<file path="src/rtl/core/pmcc_pkg.sv">
// Types and constants for the presence motor contact controller.
// No dependencies; used by presence_motor_contact_controller.
`default_nettype none

package pmcc_pkg;

  // Request on the input channel: one millisecond tick
  typedef struct packed {
    logic               person_present;
    logic signed [15:0] motor_current_ma;
  } in_req_t;

  // Request on the result channel
  typedef struct packed {
    logic [1:0]  ctrl_state;
    logic [1:0]  motor_drive;
    logic        motor_settled;
    logic [15:0] baseline_ma;
  } out_req_t;

  typedef enum logic [3:0] {
    MODE_IDLE      = 4'b0001,
    MODE_CLOSING   = 4'b0010,
    MODE_CONTACT   = 4'b0100,
    MODE_RESETTING = 4'b1000
  } mode_t;

  // Reported state codes
  localparam logic [1:0] ST_IDLE      = 2'd0;
  localparam logic [1:0] ST_CLOSING   = 2'd1;
  localparam logic [1:0] ST_CONTACT   = 2'd2;
  localparam logic [1:0] ST_RESETTING = 2'd3;

  // Motor drive codes
  localparam logic [1:0] DRV_STOP = 2'd0;
  localparam logic [1:0] DRV_FWD  = 2'd1;
  localparam logic [1:0] DRV_REV  = 2'd2;

  // Register indexes
  localparam logic [2:0] CFG_CONTACT_OFFSET = 3'd0;
  localparam logic [2:0] CFG_STALL_OFFSET   = 3'd1;
  localparam logic [2:0] CFG_SUSTAIN        = 3'd2;
  localparam logic [2:0] CFG_DETECT_DEB     = 3'd3;
  localparam logic [2:0] CFG_CLEAR_DEB      = 3'd4;
  localparam logic [2:0] CFG_CLOSE_TIMEOUT  = 3'd5;
  localparam logic [2:0] CFG_RESET_DUR      = 3'd6;
  localparam logic [2:0] CFG_SETTLE_NOISE   = 3'd7;

  // Register reset values
  localparam logic [11:0] RST_CONTACT_OFFSET = 12'd130;
  localparam logic [11:0] RST_STALL_OFFSET   = 12'd250;
  localparam logic [15:0] RST_SUSTAIN        = 16'd200;
  localparam logic [15:0] RST_DETECT_DEB     = 16'd500;
  localparam logic [15:0] RST_CLEAR_DEB      = 16'd2000;
  localparam logic [15:0] RST_CLOSE_TIMEOUT  = 16'd10000;
  localparam logic [15:0] RST_RESET_DUR      = 16'd10000;
  localparam logic [9:0]  RST_SETTLE_NOISE   = 10'd30;

  // EMA weights in Q0.16: 0.99 and its complement
  localparam logic [15:0] ALPHA_Q    = 16'd64881;
  localparam logic [9:0]  ALPHA_C_Q  = 10'd655;
  localparam logic [47:0] ROUND_HALF = 48'd32768;

endpackage

`default_nettype wire

</file>
<file path="src/rtl/core/presence_motor_contact_controller.sv">
// Presence motor contact controller: top level, one module.
// Depends on pmcc_pkg for request types, mode enum and codes.
//
//   channel | ports                          | moves
//   --------+--------------------------------+------------------------------
//   input   | in_valid, in_stall, in_req     | one tick: presence, current
//   result  | out_valid, out_stall, out_req  | state, drive, settled, baseline
//   config  | cfg_we, cfg_idx, cfg_wdata     | register write, no read-back
//
// One request per clock while the result is not stalled: input register, update logic, result register.
// The result is registered from the input register once the result side is not stalled.
// The path is set by the baseline EMA multiply (32 x 16) into the baseline register.
// Reset is synchronous, active low; it clears control state and loads register defaults.
// A stalled result holds; the input register still takes one more request behind it.
`default_nettype none

module presence_motor_contact_controller #(
  parameter int COUNT_WIDTH       = 16,
  parameter int SAMPLE_PERIOD_MS  = 100,
  parameter int STABLE_HOLD_MS    = 150,
  parameter int SETTLE_TIMEOUT_MS = 3000
) (
  input  wire logic               clk,
  input  wire logic               rst_n,
  input  wire logic               in_valid,
  output logic                    in_stall,
  input  wire pmcc_pkg::in_req_t  in_req,
  output logic                    out_valid,
  input  wire logic               out_stall,
  output pmcc_pkg::out_req_t      out_req,
  input  wire logic               cfg_we,
  input  wire logic [2:0]         cfg_idx,
  input  wire logic [15:0]        cfg_wdata
);

  localparam int CW   = COUNT_WIDTH;
  localparam int CMPW = (COUNT_WIDTH > 16) ? COUNT_WIDTH : 16;

  // configuration
  logic [11:0] contact_off_r, stall_off_r;
  logic [15:0] sustain_r, detect_deb_r, clear_deb_r, close_to_r, reset_dur_r;
  logic [9:0]  noise_r;

  // pipeline
  logic               in_vld_r, out_vld_r;
  pmcc_pkg::in_req_t  in_r;
  pmcc_pkg::out_req_t out_r;
  logic               adv, fire;

  // controller state
  pmcc_pkg::mode_t mode_r, mode_nxt;
  logic [1:0]      drive_r, drive_nxt;
  logic            prev_r, prev_nxt;
  logic [CW-1:0]   pa_r, pa_nxt, aa_r, aa_nxt, tim_r, tim_nxt;
  logic            over_act_r, over_act_nxt;
  logic [CW-1:0]   over_age_r, over_age_nxt;
  logic            settled_r, settled_nxt;
  logic            sv_r, sv_nxt;
  logic [7:0]      sage_r, sage_nxt;
  logic [15:0]     prev_smp_r, prev_smp_nxt;
  logic            stab_act_r, stab_act_nxt;
  logic [CW-1:0]   stab_age_r, stab_age_nxt;
  logic [31:0]     base_r, base_nxt;

  assign adv       = !out_vld_r || !out_stall;
  assign fire      = in_vld_r && adv;
  assign in_stall  = in_vld_r && !adv;
  assign out_valid = out_vld_r;
  assign out_req   = out_r;

  always_ff @(posedge clk) begin
    if (!rst_n) begin
      contact_off_r <= pmcc_pkg::RST_CONTACT_OFFSET;
      stall_off_r   <= pmcc_pkg::RST_STALL_OFFSET;
      sustain_r     <= pmcc_pkg::RST_SUSTAIN;
      detect_deb_r  <= pmcc_pkg::RST_DETECT_DEB;
      clear_deb_r   <= pmcc_pkg::RST_CLEAR_DEB;
      close_to_r    <= pmcc_pkg::RST_CLOSE_TIMEOUT;
      reset_dur_r   <= pmcc_pkg::RST_RESET_DUR;
      noise_r       <= pmcc_pkg::RST_SETTLE_NOISE;
    end else if (cfg_we) begin
      case (cfg_idx)
        pmcc_pkg::CFG_CONTACT_OFFSET: contact_off_r <= cfg_wdata[11:0];
        pmcc_pkg::CFG_STALL_OFFSET:   stall_off_r   <= cfg_wdata[11:0];
        pmcc_pkg::CFG_SUSTAIN:        sustain_r     <= cfg_wdata;
        pmcc_pkg::CFG_DETECT_DEB:     detect_deb_r  <= cfg_wdata;
        pmcc_pkg::CFG_CLEAR_DEB:      clear_deb_r   <= cfg_wdata;
        pmcc_pkg::CFG_CLOSE_TIMEOUT:  close_to_r    <= cfg_wdata;
        pmcc_pkg::CFG_RESET_DUR:      reset_dur_r   <= cfg_wdata;
        pmcc_pkg::CFG_SETTLE_NOISE:   noise_r       <= cfg_wdata[9:0];
        default: ;
      endcase
    end
  end

  // handshake control
  always_ff @(posedge clk) begin
    if (!rst_n) begin
      in_vld_r  <= 1'b0;
      out_vld_r <= 1'b0;
    end else begin
      if (in_valid && !in_stall) begin
        in_vld_r <= 1'b1;
      end else if (fire) begin
        in_vld_r <= 1'b0;
      end
      if (fire) begin
        out_vld_r <= 1'b1;
      end else if (!out_stall) begin
        out_vld_r <= 1'b0;
      end
    end
  end

  // payload registers
  always_ff @(posedge clk) begin
    if (in_valid && !in_stall) begin
      in_r <= in_req;
    end
    if (fire) begin
      case (mode_nxt)
        pmcc_pkg::MODE_CLOSING:   out_r.ctrl_state <= pmcc_pkg::ST_CLOSING;
        pmcc_pkg::MODE_CONTACT:   out_r.ctrl_state <= pmcc_pkg::ST_CONTACT;
        pmcc_pkg::MODE_RESETTING: out_r.ctrl_state <= pmcc_pkg::ST_RESETTING;
        default:                  out_r.ctrl_state <= pmcc_pkg::ST_IDLE;
      endcase
      out_r.motor_drive   <= drive_nxt;
      out_r.motor_settled <= settled_nxt;
      out_r.baseline_ma   <= base_nxt[31:16];
    end
  end

  // per-tick update
  always_comb begin
    logic        present;
    logic [15:0] raw;
    logic [15:0] mag;
    logic        cleared;
    logic        due;
    logic        falling;
    logic        stop;
    logic        run_mon;
    logic        enter;
    logic [11:0] offset;
    logic [32:0] thresh;
    logic [47:0] ema_sum;

    present = in_r.person_present;
    raw     = in_r.motor_current_ma;
    mag     = raw[15] ? (~raw + 16'd1) : raw;

    mode_nxt     = mode_r;
    drive_nxt    = drive_r;
    over_act_nxt = over_act_r;
    settled_nxt  = settled_r;
    sv_nxt       = sv_r;
    prev_smp_nxt = prev_smp_r;
    stab_act_nxt = stab_act_r;
    base_nxt     = base_r;
    stop         = 1'b0;
    enter        = 1'b0;

    // advance the saturating timers
    tim_nxt      = (&tim_r) ? tim_r : tim_r + 1'b1;
    pa_nxt       = (&pa_r) ? pa_r : pa_r + 1'b1;
    aa_nxt       = (&aa_r) ? aa_r : aa_r + 1'b1;
    sage_nxt     = (sv_r && !(&sage_r)) ? sage_r + 8'd1 : sage_r;
    stab_age_nxt = (stab_act_r && !(&stab_age_r)) ? stab_age_r + 1'b1 : stab_age_r;
    over_age_nxt = (over_act_r && !(&over_age_r)) ? over_age_r + 1'b1 : over_age_r;

    if (present && !prev_r) begin
      pa_nxt = '0;
    end
    if (!present && prev_r) begin
      aa_nxt = '0;
    end
    prev_nxt = present;

    cleared = !present && (CMPW'(aa_nxt) >= CMPW'(clear_deb_r));

    // settle detector and overcurrent watch, used while driving
    run_mon = (mode_r == pmcc_pkg::MODE_CLOSING) || (mode_r == pmcc_pkg::MODE_RESETTING);
    offset  = (mode_r == pmcc_pkg::MODE_CLOSING) ? contact_off_r : stall_off_r;
    due     = !sv_r || (sage_nxt >= 8'(SAMPLE_PERIOD_MS));
    falling = {1'b0, prev_smp_r} > (17'(mag) + 17'(noise_r));
    thresh  = {1'b0, base_r} + {5'd0, offset, 16'd0};
    ema_sum = 48'(base_r) * 48'(pmcc_pkg::ALPHA_Q)
            + {6'd0, 26'(mag) * 26'(pmcc_pkg::ALPHA_C_Q), 16'd0}
            + pmcc_pkg::ROUND_HALF;

    if (run_mon) begin
      if (!settled_r) begin
        if (due) begin
          if (sv_r) begin
            if (falling) begin
              stab_act_nxt = 1'b0;
            end else begin
              if (!stab_act_r) begin
                stab_act_nxt = 1'b1;
                stab_age_nxt = '0;
              end
              if (CMPW'(stab_age_nxt) >= CMPW'(STABLE_HOLD_MS)) begin
                settled_nxt = 1'b1;
                base_nxt    = {mag, 16'd0};
              end
            end
          end
          prev_smp_nxt = mag;
          sv_nxt       = 1'b1;
          sage_nxt     = 8'd0;
        end
        if (CMPW'(tim_nxt) >= CMPW'(SETTLE_TIMEOUT_MS)) begin
          settled_nxt = 1'b1;
          base_nxt    = {prev_smp_nxt, 16'd0};
        end
      end else if (due) begin
        if ({1'b0, mag, 16'd0} > thresh) begin
          if (!over_act_r) begin
            over_act_nxt = 1'b1;
            over_age_nxt = '0;
          end
          if (CMPW'(over_age_nxt) >= CMPW'(sustain_r)) begin
            stop = 1'b1;
          end
        end else begin
          over_act_nxt = 1'b0;
          base_nxt     = ema_sum[47:16];
        end
        sv_nxt   = 1'b1;
        sage_nxt = 8'd0;
      end
    end

    case (mode_r)
      pmcc_pkg::MODE_IDLE: begin
        if (present && (CMPW'(pa_nxt) >= CMPW'(detect_deb_r))) begin
          drive_nxt = pmcc_pkg::DRV_FWD;
          mode_nxt  = pmcc_pkg::MODE_CLOSING;
          enter     = 1'b1;
        end
      end
      pmcc_pkg::MODE_CLOSING: begin
        if (stop) begin
          drive_nxt = pmcc_pkg::DRV_STOP;
          mode_nxt  = pmcc_pkg::MODE_CONTACT;
          enter     = 1'b1;
        end else begin
          if (CMPW'(tim_nxt) >= CMPW'(close_to_r)) begin
            drive_nxt = pmcc_pkg::DRV_STOP;
            mode_nxt  = pmcc_pkg::MODE_CONTACT;
            enter     = 1'b1;
          end
          // a debounced clear overrides the timeout within the same tick
          if (cleared) begin
            drive_nxt = pmcc_pkg::DRV_REV;
            mode_nxt  = pmcc_pkg::MODE_RESETTING;
            enter     = 1'b1;
          end
        end
      end
      pmcc_pkg::MODE_CONTACT: begin
        if (cleared) begin
          drive_nxt = pmcc_pkg::DRV_REV;
          mode_nxt  = pmcc_pkg::MODE_RESETTING;
          enter     = 1'b1;
        end
      end
      pmcc_pkg::MODE_RESETTING: begin
        if (stop || (CMPW'(tim_nxt) >= CMPW'(reset_dur_r))) begin
          drive_nxt = pmcc_pkg::DRV_STOP;
          mode_nxt  = pmcc_pkg::MODE_IDLE;
          enter     = 1'b1;
        end
      end
      default: begin
        drive_nxt = pmcc_pkg::DRV_STOP;
        mode_nxt  = pmcc_pkg::MODE_IDLE;
        enter     = 1'b1;
      end
    endcase

    // a new mode starts with fresh timing, settle and baseline state
    if (enter) begin
      tim_nxt      = '0;
      over_act_nxt = 1'b0;
      over_age_nxt = '0;
      settled_nxt  = 1'b0;
      sv_nxt       = 1'b0;
      sage_nxt     = 8'd0;
      prev_smp_nxt = 16'd0;
      stab_act_nxt = 1'b0;
      stab_age_nxt = '0;
      base_nxt     = 32'd0;
    end
  end

  always_ff @(posedge clk) begin
    if (!rst_n) begin
      mode_r     <= pmcc_pkg::MODE_IDLE;
      drive_r    <= pmcc_pkg::DRV_STOP;
      prev_r     <= 1'b0;
      pa_r       <= '1;
      aa_r       <= '1;
      tim_r      <= '0;
      over_act_r <= 1'b0;
      over_age_r <= '0;
      settled_r  <= 1'b0;
      sv_r       <= 1'b0;
      sage_r     <= 8'd0;
      prev_smp_r <= 16'd0;
      stab_act_r <= 1'b0;
      stab_age_r <= '0;
      base_r     <= 32'd0;
    end else if (fire) begin
      mode_r     <= mode_nxt;
      drive_r    <= drive_nxt;
      prev_r     <= prev_nxt;
      pa_r       <= pa_nxt;
      aa_r       <= aa_nxt;
      tim_r      <= tim_nxt;
      over_act_r <= over_act_nxt;
      over_age_r <= over_age_nxt;
      settled_r  <= settled_nxt;
      sv_r       <= sv_nxt;
      sage_r     <= sage_nxt;
      prev_smp_r <= prev_smp_nxt;
      stab_act_r <= stab_act_nxt;
      stab_age_r <= stab_age_nxt;
      base_r     <= base_nxt;
    end
  end

`ifndef SYNTHESIS
  a_fwd_only_closing: assert property (@(posedge clk) disable iff (!rst_n)
    (mode_r == pmcc_pkg::MODE_CLOSING) == (drive_r == pmcc_pkg::DRV_FWD))
    else $error("forward drive outside closing");

  a_rev_only_resetting: assert property (@(posedge clk) disable iff (!rst_n)
    (mode_r == pmcc_pkg::MODE_RESETTING) == (drive_r == pmcc_pkg::DRV_REV))
    else $error("reverse drive outside resetting");

  a_base_zero_unsettled: assert property (@(posedge clk) disable iff (!rst_n)
    !settled_r |-> (base_r == 32'd0))
    else $error("baseline set before settling");

  a_mode_change_clears: assert property (@(posedge clk) disable iff (!rst_n)
    fire && (mode_nxt != mode_r) |=> (tim_r == '0) && !settled_r && !over_act_r)
    else $error("mode change left timing state behind");

  a_result_follows_update: assert property (@(posedge clk) disable iff (!rst_n)
    fire |=> out_vld_r && (out_r.motor_drive == drive_r))
    else $error("result does not match updated state");
`endif

endmodule

`default_nettype wire

</file>
<file path="config.mk">
export PLATFORM = sky130hd
export DESIGN_NAME = presence_motor_contact_controller
export DESIGN_NICKNAME = d
export VERILOG_FILES = /design/src/rtl/core/pmcc_pkg.sv /design/src/rtl/core/presence_motor_contact_controller.sv
export SDC_FILE = /design/constraint.sdc
export NUM_CORES = 2
export LEC_CHECK = 0
export BUFFER_PORTS_ARGS = -buffer_cell sky130_fd_sc_hd__buf_4
export CORE_MARGIN = 4
export CORE_UTILIZATION = 65
export DETAILED_ROUTE_END_ITERATION = 12
export PLACE_DENSITY_LB_ADDON = 0.08
export SYNTH_ARGS = -nofsm -noshare
export SYNTH_HDL_FRONTEND = slang
export SYNTH_SLANG_ARGS = --single-unit
</file>
<file path="constraint.sdc">
create_clock -name clk -period 20.9 [get_ports clk]
set_clock_uncertainty 0.15 [all_clocks]
set_input_delay 1.045 -clock clk [delete_from_list [all_inputs] [get_ports clk]]
set_output_delay 1.045 -clock clk [all_outputs]
set_load 0.05 [all_outputs]
</file>
Yosys cells after proc, flatten, opt, wreduce, memory -nomap -nowiden
Index checks and enable logic that the tools add are counted.

storage, ports and cells
  latch bits = 0
  ROM bits = 0
  memories = 0
  register bits = 301
  bits of input ports = 41
  bits in writable memories = 0
  logic and storage cells = 230
  output and inout port bits = 23

cells by class
  bitwise gates (word level) = 1
  shift-type cells = 0
  multiplexer cells = 103
  equal/unequal tests = 19
  multipliers = 2
  reductions and logical operators = 52
  magnitude comparators = 10
  add/sub/neg operators = 11
  div/mod/pow operators = 0

operator list
  operator                  count
  $mux W16                  35
  $mux W32                  10
  $add A16 B1 Y16 const B   6
  $ge A16 B16 Y1            5
  $reduce_and A16 Y1        5
  $add A48 B16 Y48 const B  1
  $add A48 B42 Y48          1
  $mul A32 B16 Y48 const B  1
  $mux W1                   37
  $add A32 B28 Y33          1
  $gt A32 B33 Y1            1
  $mux W8                   4
  $mul A16 B10 Y26 const B  1
  $mux W4                   6
  $add A16 B10 Y17          1
  $gt A16 B17 Y1            1
  $ge A16 B12 Y1 const B    1
  $ge A16 B8 Y1 const B     1
  $not A16 Y16              1
  $pmux W4 S4               1
  $reduce_and A2 Y1         8
  $reduce_and A8 Y1         2
  $eq A3 B3 Y1 const B      4
  $mux W12                  1
  26 further kinds          63

Logic depth before layout (Yosys ltp)
  depth after elaboration = 20
  gate-level depth with buffers = 42
  depth with buffers taken out = 41

Worst setup path after synthesis
No wires, ideal clock.

  path type = register -> register
  from = register in_r[5] in the netlist's numbering
  to = register out_r, in the netlist out_req[11], data pin
  required time = 20.494 ns
  setup slack = 10.307 ns
  buffers on the path = 0
  setup time = 0.256 ns
  clock period less this slack = 10.593 ns
  stages on the path, launching flop included = 40
  arrival time = 10.186 ns
  cells stage by stage = edfxtp_1 or4_4 or3_1 o31ai_1 xor2_1 inv_1 ha_1 ha_1 inv_1 fa_1 inv_1 fa_1 inv_1 fa_1 inv_1 ha_1 o21a_1 nor2_1 [... 4 more ...] ha_1 fa_1 inv_1 fa_1 fa_1 inv_1 ha_1 a21o_1 a21o_1 a21oi_1 a21boi_0 o21a_1 a211oi_1 or2_2 a21o_1 a2111oi_0 nor3_1 a22o_1

on the way
  cells in the longest elaborated chain, start to end = 12
  elaborated cells between the ends (all ways) = 28
  those cells by class = 4 x add/sub; 1 x mul; 2 x order compare; 19 x mux; 1 x bitwise; 1 x reduce/logical

RTL lines
  item                                                      line                                      source
  start, declared                                           presence_motor_contact_controller.sv:46   pmcc_pkg::in_req_t in_r;
  start signal, assigned                                    presence_motor_contact_controller.sv:118  in_r <= in_req;
  $not A16 Y16                                              presence_motor_contact_controller.sv:150  mag = raw[15] ? (~raw + 16'd1) : raw;
  $add A16 B1 Y16                                           presence_motor_contact_controller.sv:150
  $mux W16 *                                                presence_motor_contact_controller.sv:150
  branches (longest 8 deep; another with $add A48 B42 Y48)  --
  $mux W32 *                                                presence_motor_contact_controller.sv:283  if (enter) begin
  named net base_nxt[27]                                    presence_motor_contact_controller.sv:63   logic [31:0] base_r, base_nxt;
  end, declared                                             presence_motor_contact_controller.sv:47   pmcc_pkg::out_req_t out_r;

Mark *: on every way through the listed nets, which the timed path passes. The select of a mux whose other input is x is not followed.
A chain may end at the register's enable or synchronous reset.

Worst setup path in the final report
  from = register in_r[5] in the netlist's numbering
  to = register out_r, in the netlist out_req[15], data pin

The elaborated chain is that of the path after synthesis.

==> out/metrics.cfg <==
[outcome]
status = finished clean

[sta]
fin_tns_setup_ns = 0
worst_slack_ns = 8.86
drv_slew = 0
post-route-min-period_ns = 12.04
setup_viol = 0
tightest_slew_ns = 1.22
max_slew_margin_pct = 18.8
fmax_mhz = 83.1
rsz0062_at_grt = no
final_hold_viol_count = 0
period_share_pct = 57.6

[clock_tree]
ctsHoldBuffers = 0
clock_latency_ns = 0.54
cts_tree = done
post_cts_buffers = 0
ctsResizeCount = 0
clk_path_buf_depth = 3
htree_levels = 2
cts-root-buf = clkbuf_16
clk_pin_slew_worst_paths_ns = 0.06
clock_sinks = 301
numCtsBuffers = 35

[cells_and_area]
drive_gt1_share_pct = 5.88
layout.cells.non_filler = 4305
design_area_sq_um = 33700
area_growth_pct = 6.26
regMostFlops = base_r
layout_common_cells = inv_1 (614), ha_1 (440), nand2_1 (393), fa_1 (272), dfxtp_1 (263)
final_common_cell = inv_1
fin_nets = 4421
largest_register_ffs = 32
insertedDiodeCount = 0

[critical_path]
crit_buf_inv = 7
cp-start-kind = flop
rr_worst_depth = 39
cp_slowest_cell = xor2_1
rr_endpoint = out_req[15]
rr_startpoint = in_r[5]
required_ns = 21.04
cpLargestDelayFamily = adder cells
r2r_slack_ns = 8.86
critPathKind = flop to flop
cp_max_fo = 9
cpMostUsedCell = inv_1
crit_arrival_ns = 12.17
cp_slowest_stage_delay_ns = 0.76
worstSetupEndpointType = flop

[yosys]
synthTopCellsByArea = ha_1 (17%), fa_1 (17%), dfxtp_1 (17%)
synth_top_area_share_pct = 17.4
ys_types = 107
yosys.area.top_type = ha_1
syn_area_sq_um = 31700
synth_fp_nets = 4431
ys_ff_latch = 301
postSynthCellCount = 3678
synth-edff-count = 38
yosys_warnings = 0
ys_async_sr_fraction_pct = 0
yosysSeqAreaShare_pct = 20.2
syn-mean-instance-area_sq_um = 8.61
synth_ff_type = dfxtp_1

[power_and_ir_drop]
p_sw_mw = 1.71
swShare_pct = 46.7
p_leak_nw = 16.4
finalPower_mw = 3.67
power-per-cell-area_nw_per_um2 = 109
ir_drop_uv = 117
p_int_mw = 1.96
p_clk_share_pct = 17.0
p_seq_share_pct = 16.9
power_frac_comb_pct = 66.1

[die]
core_sq_um = 47900
rows = 80
dieHeight_um = 229
start_util_pct = 66.1
die_w_um = 229
die_area_sq_um = 52300
io_pins = 64

[routing]
drc = 0
first_pass_iters = 5
vias = 26200
initialDrtViolationCount = 1952
wl_um = 86700
postRouteAntennaNets = 0
via_per_inst = 6.09
wl_per_cell_um = 20.1

[grt]
antenna_found_initial = 1
grt_usage_pct = 33.0
grt_overflow = 0
grt_pass1_wl_um = 141000
grt_pass1_vias = 26700
grt_start_max_net_pins = 77

[run]
maxCapViolCount = 0

[hold_path]
holdPathStages = 2
hold_end = contact_off_r[6]
min-delay-start = contact_off_r[6]
hp-class = flop to flop

[placed_design]
gp_congestion = 0.964
dpl_cell_area_sq_um = 32500
io_buffer_count = 63
dp_worst_setup_slack_ns = 8.90
hpwl_um = 68000
place_inst = 4246

[power by group through the flow]
stage,registers (mW),clock network (mW),logic (mW)
after floorplan,0.632,0,1.80
after global placement,0.631,0,2.33
after detailed placement,0.632,0,2.39
after CTS,0.620,0.633,2.42
after global routing,0.622,0.657,2.73
final,0.620,0.624,2.43
[per-stage QoR]
step / utilization, % / hold WS (ns)
6_report: 70.2 / 0.302
5_1_grt: 70.2 / 0.321
4_1_cts: 70.2 / 0.303
3_5_place_dp: 67.9 / 0.293
3_3_place_gp: 67.9 / 0.288
2_1_floorplan: - / 0.283
[final cells by class]
type | instances | area [sq um]
clock buffer | 49 | 968
clock inverter | 10 | 158
fill | 3841 | 14300
inverter | 617 | 2320
multi-input combinational | 2620 | 22300
sequential | 301 | 6410
tap | 615 | 769
timing repair buffer | 93 | 698
[per-layer routing]
| layer | vias up | global-route usage [%] | wire, um |
|---|---|---|---|
| met3 | 206 | 4.10 | 5290 |
| li1 | 12400 | - | - |
| met4 | 2 | 11.4 | 3280 |
| met1 | 12700 | 43.5 | 36300 |
| met5 | - | 0 | 17 |
| met2 | 876 | 56.5 | 41800 |
[synth_stat cells (25+ instances only)]
cell,n
o21ai_0,115
o211ai_1,46
nand2_1,394
nor2b_1,33
fa_1,272
nand3_1,118
nor3_1,42
ha_1,440
and3_1,33
xor2_1,57
dfxtp_1,263
edfxtp_1,38
clkbuf_1,95
a21o_1,65
o21a_1,25
a22o_1,32
nor2_1,170
xnor2_1,83
inv_1,615
nand2b_1,35
nand4_1,46
and2_1,28
o31ai_1,26
a211oi_1,28
a21oi_1,225
[logic make-up (layout without fill, tap and decap cells)]
family	count (synthesis)	count (layout)	share of synthesized area, %
AOI/OAI and AO/OA	740	740	15.7
xor gates and xnor gates	141	141	3.92
adders and majority gates	715	715	34.7
buffers and inverters	757	769	9.30
DFF	301	301	20.2
muxes	28	28	0.944
and+or+nand+nor	996	996	15.2
[worst max path at each step]
stage / from / end / slack (ns) / cells after the start
detailed placement: in_r[5] / out_req[15] / 8.90 / 39
global placement: in_r[5] / out_req[15] / 9.34 / 39
floorplan: in_r[5] / out_req[11] / 10.31 / 39
CTS: in_r[5] / out_req[15] / 8.88 / 39
finish: in_r[5] / out_req[15] / 8.86 / 39
global route: in_r[5] / out_req[15] / 8.21 / 39
[worst reg2reg max path, delay by kind of cell (launching register included)]
kind,cells,cell delay [ns]
XOR/XNOR,1,0.76
buffers and inverters,7,0.73
AO/OA/AOI/OAI,16,3.88
flip-flops,1,0.45
AND/OR/NAND/NOR,4,1.21
adder cells (fa/ha/maj),11,4.62
Power figures use the tool's default switching activity.
